[src/rtl/aat2_pkg.sv]
// Shared types and constants for the approximate atan2 unit.
package aat2_pkg;

  localparam int unsigned DIV_W          = 17;
  localparam int unsigned QUO_W          = 17;
  localparam int unsigned STEPS_PER_STG  = 4;
  localparam int unsigned DIV_STG        = 4;
  localparam int unsigned R_FRAC_BITS    = 15;

  localparam logic [13:0]        C1_PI_4  = 14'd6434;
  localparam logic [14:0]        C2_3PI_4 = 15'd19302;
  localparam logic signed [15:0] ANG_MAX  = 16'sd25736;

  typedef struct packed {
    logic [DIV_W-1:0] rem;
    logic [DIV_W-1:0] den;
    logic [QUO_W-1:0] quo;
    logic             neg;
    logic             ysign;
    logic             far;
    logic             zero;
  } aat2_div_t;

endpackage

[src/rtl/aat2_if.sv]
// Stream interfaces for coordinate beats and angle beats.
interface aat2_in_if;
  logic               valid;
  logic               ready;
  logic signed [15:0] y_coord;
  logic signed [15:0] x_coord;

  modport source (output valid, output y_coord, output x_coord, input ready);
  modport sink   (input valid, input y_coord, input x_coord, output ready);
endinterface

interface aat2_out_if;
  logic               valid;
  logic               ready;
  logic signed [15:0] angle;

  modport source (output valid, output angle, input ready);
  modport sink   (input valid, input angle, output ready);
endinterface

[src/rtl/aat2_div_stage.sv]
// Four restoring-division steps followed by a pipeline register.
module aat2_div_stage (
  input  logic               clk,
  input  logic               en,
  input  aat2_pkg::aat2_div_t d_in,
  output aat2_pkg::aat2_div_t d_out
);
  import aat2_pkg::*;

  aat2_div_t d_r;
  aat2_div_t d_nxt;

  always_comb begin
    logic [DIV_W:0] t;
    logic           ge;
    d_nxt = d_in;
    for (int i = 0; i < STEPS_PER_STG; i++) begin
      t  = {d_nxt.rem, 1'b0};
      ge = (t >= {1'b0, d_nxt.den});
      if (ge) begin
        t = t - {1'b0, d_nxt.den};
      end
      d_nxt.rem = t[DIV_W-1:0];
      d_nxt.quo = {d_nxt.quo[QUO_W-2:0], ge};
    end
  end

  always_ff @(posedge clk) begin
    if (en) begin
      d_r <= d_nxt;
    end
  end

  assign d_out = d_r;

endmodule

[src/rtl/approx_atan2_unit.sv]
// Pipelined linear-ratio four-quadrant arctangent, Q2.13 radians out.
//
//   channel | dir | beat payload            | handshake
//   in_ch   | in  | y_coord, x_coord (s16)  | valid/ready
//   out_ch  | out | angle (s16, Q2.13)      | valid/ready
//
// Seven register stages: operand prep, four divider stages of four quotient
// bits each, the pi/4 multiply, and the round/sign stage that feeds out_ch.
// One beat per cycle sustained while out_ch is ready.
// Reset clears the stage valid bits only; payload registers are not reset.
// A stage loads when it is empty or the stage after it moves, so bubbles
// close up under a stall and nothing is dropped or repeated.
module approx_atan2_unit (
  input  logic clk,
  input  logic rst_n,
  aat2_in_if.sink    in_ch,
  aat2_out_if.source out_ch
);
  import aat2_pkg::*;

  localparam int unsigned NSTG    = DIV_STG + 3;
  localparam int unsigned MUL_STG = DIV_STG + 1;
  localparam int unsigned OUT_STG = DIV_STG + 2;

  logic [NSTG-1:0] vld_r;
  logic [NSTG-1:0] vld_nxt;
  logic [NSTG-1:0] stg_rdy;

  aat2_div_t prep_nxt;
  aat2_div_t prep_r;
  aat2_div_t div_q [0:DIV_STG];

  logic signed [31:0] prod_r;
  logic signed [31:0] prod_nxt;
  logic               ysign_r;
  logic               far_r;
  logic               zero_r;
  logic signed [15:0] angle_r;
  logic signed [15:0] angle_nxt;

  always_comb begin
    stg_rdy[NSTG-1] = !vld_r[NSTG-1] || out_ch.ready;
    for (int i = NSTG - 2; i >= 0; i--) begin
      stg_rdy[i] = !vld_r[i] || stg_rdy[i+1];
    end
  end

  always_comb begin
    vld_nxt = vld_r;
    if (stg_rdy[0]) begin
      vld_nxt[0] = in_ch.valid;
    end
    for (int i = 1; i < NSTG; i++) begin
      if (stg_rdy[i]) begin
        vld_nxt[i] = vld_r[i-1];
      end
    end
  end

  always_ff @(posedge clk) begin
    if (!rst_n) begin
      vld_r <= '0;
    end else begin
      vld_r <= vld_nxt;
    end
  end

  assign in_ch.ready = stg_rdy[0];

  // operand prep and the leading quotient bit
  always_comb begin
    logic signed [17:0] ys;
    logic signed [17:0] xs;
    logic signed [17:0] ay;
    logic signed [17:0] num;
    logic signed [17:0] den;
    logic signed [17:0] mag;
    logic               x_pos;
    logic               ge;
    ys    = 18'(in_ch.y_coord);
    xs    = 18'(in_ch.x_coord);
    ay    = ys[17] ? -ys : ys;
    x_pos = !in_ch.x_coord[15] && (in_ch.x_coord != '0);
    num   = x_pos ? (xs - ay) : (xs + ay);
    den   = x_pos ? (xs + ay) : (ay - xs);
    mag   = num[17] ? -num : num;
    ge    = (mag[DIV_W-1:0] >= den[DIV_W-1:0]);
    prep_nxt.den   = den[DIV_W-1:0];
    prep_nxt.rem   = ge ? (mag[DIV_W-1:0] - den[DIV_W-1:0]) : mag[DIV_W-1:0];
    prep_nxt.quo   = {{(QUO_W-1){1'b0}}, ge};
    prep_nxt.neg   = num[17];
    prep_nxt.ysign = in_ch.y_coord[15];
    prep_nxt.far   = !x_pos;
    prep_nxt.zero  = (in_ch.y_coord == '0) && (in_ch.x_coord == '0);
  end

  always_ff @(posedge clk) begin
    if (stg_rdy[0]) begin
      prep_r <= prep_nxt;
    end
  end

  assign div_q[0] = prep_r;

  for (genvar g = 0; g < DIV_STG; g++) begin : g_div
    aat2_div_stage u_div (
      .clk   (clk),
      .en    (stg_rdy[g+1]),
      .d_in  (div_q[g]),
      .d_out (div_q[g+1])
    );
  end

  // ratio times pi/4
  always_comb begin
    logic signed [16:0] r;
    logic        [15:0] q;
    logic signed [31:0] c1_w;
    logic signed [31:0] r_w;
    q        = div_q[DIV_STG].quo[QUO_W-1:1];
    r        = div_q[DIV_STG].neg ? -$signed({1'b0, q}) : $signed({1'b0, q});
    c1_w     = 32'($signed({1'b0, C1_PI_4}));
    r_w      = 32'(r);
    prod_nxt = c1_w * r_w;
  end

  always_ff @(posedge clk) begin
    if (stg_rdy[MUL_STG]) begin
      prod_r  <= prod_nxt;
      ysign_r <= div_q[DIV_STG].ysign;
      far_r   <= div_q[DIV_STG].far;
      zero_r  <= div_q[DIV_STG].zero;
    end
  end

  // subtract from base, clamp at zero, round half up, apply sign (zero for the origin)
  always_comb begin
    logic        [14:0] base;
    logic signed [31:0] v;
    logic        [31:0] sum;
    logic        [15:0] mag;
    base = far_r ? C2_3PI_4 : {1'b0, C1_PI_4};
    v    = $signed({2'b00, base, {R_FRAC_BITS{1'b0}}}) - prod_r;
    if (v[31]) begin
      v = '0;
    end
    sum  = v + (32'd1 << (R_FRAC_BITS - 1));
    mag  = sum[R_FRAC_BITS+15:R_FRAC_BITS];
    if (zero_r) begin
      angle_nxt = '0;
    end else if (ysign_r) begin
      angle_nxt = -$signed(mag);
    end else begin
      angle_nxt = $signed(mag);
    end
  end

  always_ff @(posedge clk) begin
    if (stg_rdy[OUT_STG]) begin
      angle_r <= angle_nxt;
    end
  end

  assign out_ch.valid = vld_r[OUT_STG];
  assign out_ch.angle = angle_r;

endmodule

[src/flat_wrapper.sv]
// flat-port wrapper written by rule: the top's interface ports become plain ports
module approx_atan2_unit_flat import aat2_pkg::*;
  (clk, rst_n, in_ch_valid, in_ch_y_coord, in_ch_x_coord, in_ch_ready, out_ch_valid, out_ch_angle, out_ch_ready);
  aat2_in_if in_ch_i ();
  aat2_out_if out_ch_i ();
  input  logic clk;
  input  logic rst_n;
  input wire logic [$bits(in_ch_i.valid)-1:0] in_ch_valid;
  input wire logic [$bits(in_ch_i.y_coord)-1:0] in_ch_y_coord;
  input wire logic [$bits(in_ch_i.x_coord)-1:0] in_ch_x_coord;
  output wire logic [$bits(in_ch_i.ready)-1:0] in_ch_ready;
  output wire logic [$bits(out_ch_i.valid)-1:0] out_ch_valid;
  output wire logic [$bits(out_ch_i.angle)-1:0] out_ch_angle;
  input wire logic [$bits(out_ch_i.ready)-1:0] out_ch_ready;
  assign in_ch_i.valid = in_ch_valid;
  assign in_ch_i.y_coord = in_ch_y_coord;
  assign in_ch_i.x_coord = in_ch_x_coord;
  assign in_ch_ready = in_ch_i.ready;
  assign out_ch_valid = out_ch_i.valid;
  assign out_ch_angle = out_ch_i.angle;
  assign out_ch_i.ready = out_ch_ready;
  approx_atan2_unit u_core (.clk(clk), .rst_n(rst_n), .in_ch(in_ch_i), .out_ch(out_ch_i));
endmodule
[config.mk]
export PLATFORM = sky130hd
export DESIGN_NAME = approx_atan2_unit_flat
export DESIGN_NICKNAME = d
export VERILOG_FILES = /design/src/rtl/aat2_pkg.sv /design/src/rtl/aat2_if.sv /design/src/rtl/aat2_div_stage.sv /design/src/rtl/approx_atan2_unit.sv /design/src/flat_wrapper.sv
export SDC_FILE = /design/constraint.sdc
export NUM_CORES = 1
export LEC_CHECK = 0
export BUFFER_PORTS_ARGS = -buffer_cell sky130_fd_sc_hd__buf_2
export CAP_MARGIN = 5
export CORE_ASPECT_RATIO = 2
export CORE_MARGIN = 5
export CORE_UTILIZATION = 35
export DETAILED_ROUTE_END_ITERATION = 10
export GPL_ROUTABILITY_DRIVEN = 0
export SLEW_MARGIN = 20
export SYNTH_ARGS = -nofsm -noshare
export SYNTH_HDL_FRONTEND = slang
export SYNTH_SLANG_ARGS = --single-unit
[constraint.sdc]
create_clock -name clk -period 26.9 [get_ports clk]
set_input_delay 5.38 -clock clk [delete_from_list [all_inputs] [get_ports clk]]
set_output_delay 5.38 -clock clk [all_outputs]
set_load 0.02 [all_outputs]
# --- Word level (Yosys, flattened, before mapping) ---
# Cells that the tools add are included.
word_totals:
  register_bits: 258
  inputBits: 36
  mem_bits_rw: 0
  memories: 0
  mem_bits_ro: 0
  latchBits: 0
classes:
  shifts: 0
  n_reduce_logical: 21
  addsub: 25
  muxes: 24
  magnitude_cmp: 17
  div: 0
  n_eq_ne: 0
  n_mul: 1
  bitwise_logic: 0
ops:
  columns: ["cell", "count"]
  rows:
  - ["17-bit 2-to-1 mux", 19]
  - ["18-bit by 17-bit greater-or-equal comparator with 1-bit output", 16]
  - ["17-bit subtractor", 16]
  - ["18-bit 2-to-1 mux", 2]
  - ["16-bit zero test", 2]
  - ["31-bit by 32-bit subtractor with 32-bit output", 1]
  - ["31-bit by 15-bit adder with 31-bit output (second input constant)", 1]
  - ["31-bit 2-to-1 mux", 1]
  - ["13-bit by 17-bit multiplier with 30-bit output (first input constant)", 1]
  - ["16-bit by 18-bit adder with 18-bit output", 1]
  - ["16-bit negator with 18-bit output", 1]
  - ["16-bit by 18-bit subtractor with 18-bit output", 1]
  - ["17-bit greater-or-equal comparator", 1]
  - ["16-bit negator with 17-bit output", 1]
  - ["17-bit negator", 1]
  - ["17-bit by 16-bit subtractor with 17-bit output", 1]
  - ["16-bit 2-to-1 mux", 1]
  - ["16-bit negator", 1]
  - ["16-bit nonzero test", 1]
  - ["15-bit 2-to-1 mux", 1]
  - ["1-bit zero test", 9]
  - ["1-bit logical OR", 7]
  - ["1-bit logical AND", 2]

# --- Depth between registers and ports, before layout ---
# Gate-level depths: netlist of run 1.
depth:
  word_depth: 8
  ltp_mapped: 48
  ltp_nobuf: 43

# --- By module ---
# Synthesis of run 1 repeated with hierarchy kept, for this count alone.
hier_totals:
  cells_unflattened: 3947
  hier_area_um2: 35285.1
modules_own_cells:
  columns: ["mod", "area_each_um2", "cells_per_inst", "instances"]
  rows:
  - ["aat2_div_stage at u_core.g_div[0].u_div ...", 5672.9, 619, 3]
  - ["approx_atan2_unit", 12573.3, 1457, 1]
  - ["aat2_div_stage at u_core.g_div[2].u_div", 5693.0, 633, 1]

# --- Least setup slack after synthesis of run 1 ---
# Ideal clock, no wire load.
synth_timing:
  kind: "input to output"
  startpoint: "in out_ch_ready"
  endpoint: "out in_ch_ready"
  setup_slack_ns: 14.505
  arrival_time_ns: 7.015
  required_time_ns: 21.520
  n_path_buf: 0
  cell_stages: 5
  cell_sequence: "nor2b_1 and3_1 and2_1 and3_1 nand2_1"
synth_via:
  elab_chain_cells: 7
synth_rtl:
  columns: ["element", "line", "source"]
  rows:
  - ["start, declared", "flat_wrapper.sv:14", "input wire logic [$bits(out_ch_i.ready)-1:0] out_ch_ready;"]
  - ["1-bit logical OR", "approx_atan2_unit.sv:42", "stg_rdy[NSTG-1] = !vld_r[NSTG-1] || out_ch.ready;"]
  - ["1-bit logical OR (6 in series)", "approx_atan2_unit.sv:44", "stg_rdy[i] = !vld_r[i] || stg_rdy[i+1];"]
  - ["end, declared", "flat_wrapper.sv:11", "output wire logic [$bits(in_ch_i.ready)-1:0] in_ch_ready;"]
# Every way passes these cells.

==> flow_summary.ini, run 1 <==
[outcome]
status = finished, final reports clean

[floorplan]
die_w_um = 219
initial_core_util_pct = 35.2
die_h_um = 427
io_pins = 54
core-area_um2 = 86700
die_area_um2 = 93500
num_rows = 153

[layout]
fin_nets = 4006
multi_input_area_um2 = 21400
fin_util_pct = 38.0
drive_above_1_share_pct = 7.87
nFillCells = 8817
regArea_um2 = 7620
antenna_cells = 0
area_growth_pct = 8.14

[clock_tree]
post_cts.repair.setup_buffers = 0
cts_sinks = 256
holdBufCountCts = 0
clk_latency_ns = 0.60
clk_pin_slew_worst_paths_ns = 0.08
clock_tree.htree_level_count = 1
clockBufferDepth = 3
cts_root_buf = clkbuf_16
numCtsBuffers = 26
cts_tree = yes
cts_resized = 0

[setup_path]
max_stage_delay_ns = 0.88
critPathTopFamily = compound AO/OA/AOI/OAI gates
r2r_start = u_core.g_div[0].u_div.d_out[22]
worst_setup_path_start_kind = flip-flop
arrival_ns = 13.72
setup.worst_path.end = u_core.g_div[1].u_div.d_out[40]
crit_buf_inv = 2
crit_start = u_core.g_div[0].u_div.d_out[22]
cp.required_ns = 27.23
regToRegSetupSlack_ns = 13.51
crit_fanout = 21
timing_worst_setup_path_type = reg2reg
path_depth = 38
ff2ff_path_depth = 38
endpoint_kind = flip-flop
worst_path_most_repeated_cell = ha_1
crit_slowest_cell = a21oi_2
r2r-end = u_core.g_div[1].u_div.d_out[40]

[synth]
synth_edf_count = 249
synthArstFlopShare_pct = 0
yosys-top-cells-count = ha_1 (398), inv_1 (325), nor2_1 (285)
synth_simple_gate_area_share_pct = 15.2
syn-cell-area_um2 = 30500
yosysTopAreaCellShare_pct = 24.5
synth_seq_area_share_pct = 25.0
avgSynthCellArea_um2 = 8.73
synthTopCellsByArea = edfxtp_1 (25%), ha_1 (16%), xnor2_1 (6.6%), a21oi_1 (4.2%), inv_1 (4.0%)
ys_ff_latch = 256
synth-compound-area-share_pct = 20.9
yosys.cell_count.top_type = ha_1
synthFlopType = edfxtp_1
synth_mux_area_share_pct = 5.13
synth.largest_area_cell = edfxtp_1
yosys_warnings = 0
synth.distinct_cells = 95
synthAdderAreaFrac_pct = 19.5
synthCells = 3494
synth_xor_area_share_pct = 9.19
synth_top_family_by_area = compound AO/OA/AOI/OAI gates

[placement]
dp_hpwl_um = 75700
io_buffers = 53

[routing]
antenna_left = 0
via_count = 26000
met3WireLength_um = 1750
wl_met1_um = 27500
firstDrtPassIters = 5
wl_met2_um = 52600
via_per_inst = 5.52
drc = 0
wl_um = 89600
drt-initial-drc-count = 966
top_layer = met4
wl_per_cell_um = 19.0

[grt]
grt_max_degree = 50
grt_pass1_wl_um = 140000
grt_overflow_total = 0
antenna_found_initial = 2
grt_pass1_vias = 27100
grt_usage_pct = 18.8

[timing]
fin_tns_setup_ns = 0
whs_ns = 0.408
post-route-period-util_pct = 49.8
slew_headroom_pct = 25.9
setup_viol = 0
fmax_mhz = 74.7
rsz0062_at_grt = false
hold_viol = 0
maxSlewViolCount = 0
max_slew.worst_pin.slew_ns = 1.11
fin_worst_skew_ns = 0.0308
period_needed_ns = 13.39

[job]
drv_cap = 0

[min_path]
hp-class = reg2reg
worst min-delay path by stage:
stage	slack, ns	from	end	cells after the start
6_report	0.41	u_core.g_div[2].u_div.d_out[1]	u_core.g_div[3].u_div.d_out[1]	0
5_1_grt	0.42	u_core.g_div[1].u_div.d_out[3]	u_core.g_div[2].u_div.d_out[3]	0
4_1_cts	0.41	u_core.g_div[2].u_div.d_out[1]	u_core.g_div[3].u_div.d_out[1]	0
3_5_place_dp	0.40	u_core.g_div[1].u_div.d_out[12]	u_core.g_div[2].u_div.d_out[16]	0
3_3_place_gp	0.40	u_core.g_div[0].u_div.d_out[1]	u_core.g_div[1].u_div.d_out[1]	0
2_1_floorplan	0.40	u_core.g_div[3].u_div.d_out[1]	u_core.far_r	0
metrics by stage:
| step | cells | cell area [um^2] | setup slack, ns |
|---|---|---|---|
| CTS | 4707 | 33000 | 13.58 |
| global route | 4707 | 33000 | 12.74 |
| detailed placement | 4659 | 32100 | 13.66 |
| floorplan | 3496 | 30500 | 14.50 |
| finish | 4707 | 33000 | 13.51 |
| global placement | 4659 | 32100 | 13.72 |
cell type report:
type | count | share of cell area, %
Clock buffer | 28 | 2.03
Clock inverter | 20 | 0.607
Inverter | 334 | 3.80
Multi-Input combinational cell | 2833 | 64.8
Sequential cell | 256 | 23.1
Tap cell | 1162 | 4.41
Timing Repair Buffer | 74 | 1.28
cell usage in the layout, fill, tap and decap left out, types with 26 or more instances in the layout:
master     synthesis  layout
o21bai_1          45      45
xnor2_1          231     231
nor2b_1           51      51
a21oi_1          258     258
mux2_2           101     101
clkbuf_16          0      26
fa_1              47      47
buf_2             17      53
nor2_1           285     285
edfxtp_1         249     249
o21ai_0          189     189
nor3_1            80      80
o31ai_1           30      29
xor2_1            89      89
or3_1             31      31
a221o_1           28      28
nand3_1           60      60
nand2b_1          38      38
ha_1             398     398
and2_1            29      29
o21a_1            62      62
nand2_1          218     216
a21o_1            95      95
and3_1            44      44
a211oi_1          37      37
nand4_1           36      36
inv_1            325     323
a31oi_1           34      34
registers in the layout (all words and copies together) (netlist names), named ones only:
| register | cells |
|---|---|
| u_core.g_div.u_div.d_out | 161 |
| u_core.div_q | 38 |
| u_core.prod_r | 30 |
| u_core.out_ch.angle | 16 |
| u_core.vld_r | 7 |
| u_core.far_r | 1 |
| u_core.ysign_r | 1 |
| u_core.zero_r | 1 |
routing by layer:
layer	track usage (%)	vias to the layer above
li1	-	12800
met1	15.2	12400
met2	40.3	516
met3	1.25	299
met4	13.5	0
met5	0	-
logic make-up (layout without fill, tap and decap cells):
group / Yosys count / in the layout
compound gates: 965 / 965
xor+xnor: 320 / 320
fa+ha+maj: 447 / 447
buf+inv: 407 / 456
flops: 256 / 256
mux: 140 / 140
other cells: 2 / 4
simple gates: 957 / 957
Power of run 1 is not shown: default switching activity piles up to over one toggle a cycle in this logic, so the estimate is an artifact.
==> inputs of run 2 (changes only) <==
==> constraint.sdc (replaced) <==
create_clock -name clk -period 11.31 [get_ports clk]
set_input_delay 2.262 -clock clk [delete_from_list [all_inputs] [get_ports clk]]
set_output_delay 2.262 -clock clk [all_outputs]
set_load 0.02 [all_outputs]
==> run 2 against run 1 <==
Sequential share of layout area decreased by 0.35 points. Die area unchanged. Hold slack improved by 0.0097 ns. Setup slack got worse by 13 ns. First-iteration DRC count increased by 8.2%. Non-clock buffer count increased by 50. Count of clock-buffer cells in the layout increased by 1. Routed wire length increased by 1.0%. Highest routed layer unchanged.
==> flow_summary.ini, run 2 (synthesis results as in run 1) <==
[outcome]
status = finished, final reports clean

[setup_path]
cp.required_ns = 11.63
crit_fanout = 21
ff2ff_path_depth = 42
crit_slowest_cell = a2111oi_1
max_stage_delay_ns = 0.57
regToRegSetupSlack_ns = 0.55
timing_worst_setup_path_type = reg2reg
worst_setup_path_start_kind = flip-flop
r2r_start = u_core.g_div[0].u_div.d_out[33]
r2r-end = u_core.g_div[1].u_div.d_out[44]
arrival_ns = 11.08
endpoint_kind = flip-flop

[clock_tree]
cts_sinks = 256
clock_tree.htree_level_count = 1
clk_pin_slew_worst_paths_ns = 0.07
cts_tree = yes
clk_latency_ns = 0.60
clockBufferDepth = 3
numCtsBuffers = 26
cts_root_buf = clkbuf_16
holdBufCountCts = 0

[floorplan]
core-area_um2 = 86700
io_pins = 54
die_w_um = 219
initial_core_util_pct = 35.2
die_h_um = 427
num_rows = 153
die_area_um2 = 93500

[placement]
io_buffers = 53
dp_hpwl_um = 76400
dpl_worst_slack_ns = 0.0432
dp.cells = 4706

[min_path]
hp-class = reg2reg
min_from = u_core.g_div[2].u_div.d_out[2]
holdPathStages = 0
hold_end = u_core.g_div[3].u_div.d_out[2]

[timing]
max_slew.worst_pin.slew_ns = 0.935
fin_tns_setup_ns = 0
fin_worst_skew_ns = 0.0397
maxSlewViolCount = 0
setup_viol = 0
whs_ns = 0.417
slew_headroom_pct = 37.6
period_needed_ns = 10.76
setup_ws_ns = 0.546
hold_viol = 0
post-route-period-util_pct = 95.2
fmax_mhz = 92.9

[routing]
firstDrtPassIters = 5
wl_um = 90500
antenna_left = 0
drt-initial-drc-count = 1045
drc = 0
via_count = 26200
via_per_inst = 5.50
wl_per_cell_um = 19.0

[layout]
final_common_cell = ha_1
fin_nets = 4056
largest_register_ff_count = 161
nFillCells = 8812
antenna_cells = 0
drive_above_1_share_pct = 9.43
mostFrequentLayoutCells = ha_1 (398), inv_1 (323), nor2_1 (284)
area_growth_pct = 9.81
fin_cells = 4757

[grt]
grt_usage_pct = 18.9
antenna_found_initial = 3
grt_pass1_vias = 27200
grt_max_degree = 52
grt_pass1_wl_um = 140000
grt_overflow_total = 0

[job]
drv_cap = 0
run 2: cell count changes in the layout (fill, tap and decap cells not counted), sizes merged:
cell      change
buf          +50
clkinv        -5
clkinvlp      +2
inv           +2
clkbuf        +1
run 2: what timing repair did:
item	CTS	global route
hold endpoints to repair	0	0
endpoints found under the setup margin	0	44
buffers inserted	0	3
resized for setup	0	16
run 2: through the flow:
stage | util, % | cell area, um^2
6_report | 38.6 | 33500
5_1_grt | 38.6 | 33500
4_1_cts | 38.5 | 33400
3_5_place_dp | 37.5 | 32500
3_3_place_gp | 37.5 | 32500
2_1_floorplan | - | 30500
run 2: layout make-up:
class,instances,area [um^2],area share [%]
Timing Repair Buffer,124,848,2.53
Inverter,334,1250,3.74
Sequential cell,256,7620,22.7
Tap cell,1162,1450,4.34
Clock buffer,29,726,2.17
Clock inverter,19,165,0.493
Multi-Input combinational cell,2833,21400,64.0
run 2: worst max-delay path by stage:
stage,start,end,slack (ns),cells after the start
2_1_floorplan,u_core.g_div[0].u_div.d_out[21],u_core.g_div[1].u_div.d_out[47],0.65,44
3_3_place_gp,u_core.g_div[0].u_div.d_out[33],u_core.g_div[1].u_div.d_out[42],0.04,41
3_5_place_dp,u_core.g_div[0].u_div.d_out[33],u_core.g_div[1].u_div.d_out[44],0.04,41
4_1_cts,u_core.g_div[0].u_div.d_out[33],u_core.g_div[1].u_div.d_out[44],0.04,41
5_1_grt,u_core.div_q[242],u_core.g_div[0].u_div.d_out[52],-0.03,44
6_report,u_core.g_div[0].u_div.d_out[33],u_core.g_div[1].u_div.d_out[44],0.55,42
run 2: worst max-delay path: cells and delay by family (launching register included):
kind | cells | cell delay (ns)
compound gates | 18 | 3.76
fa+ha+maj | 4 | 1.42
buf+inv | 6 | 1.31
flops | 1 | 0.46
mux | 2 | 0.88
simple gates | 12 | 2.63
run 2: per-layer routing:
metal	routed length [um]	up-vias	track usage, %
met5	0	-	0
met4	8430	0	14.8
met3	1940	339	1.63
met2	52900	529	40.3
met1	27200	12400	14.7
li1	-	12900	-
Power of run 2 is left out for the same reason.
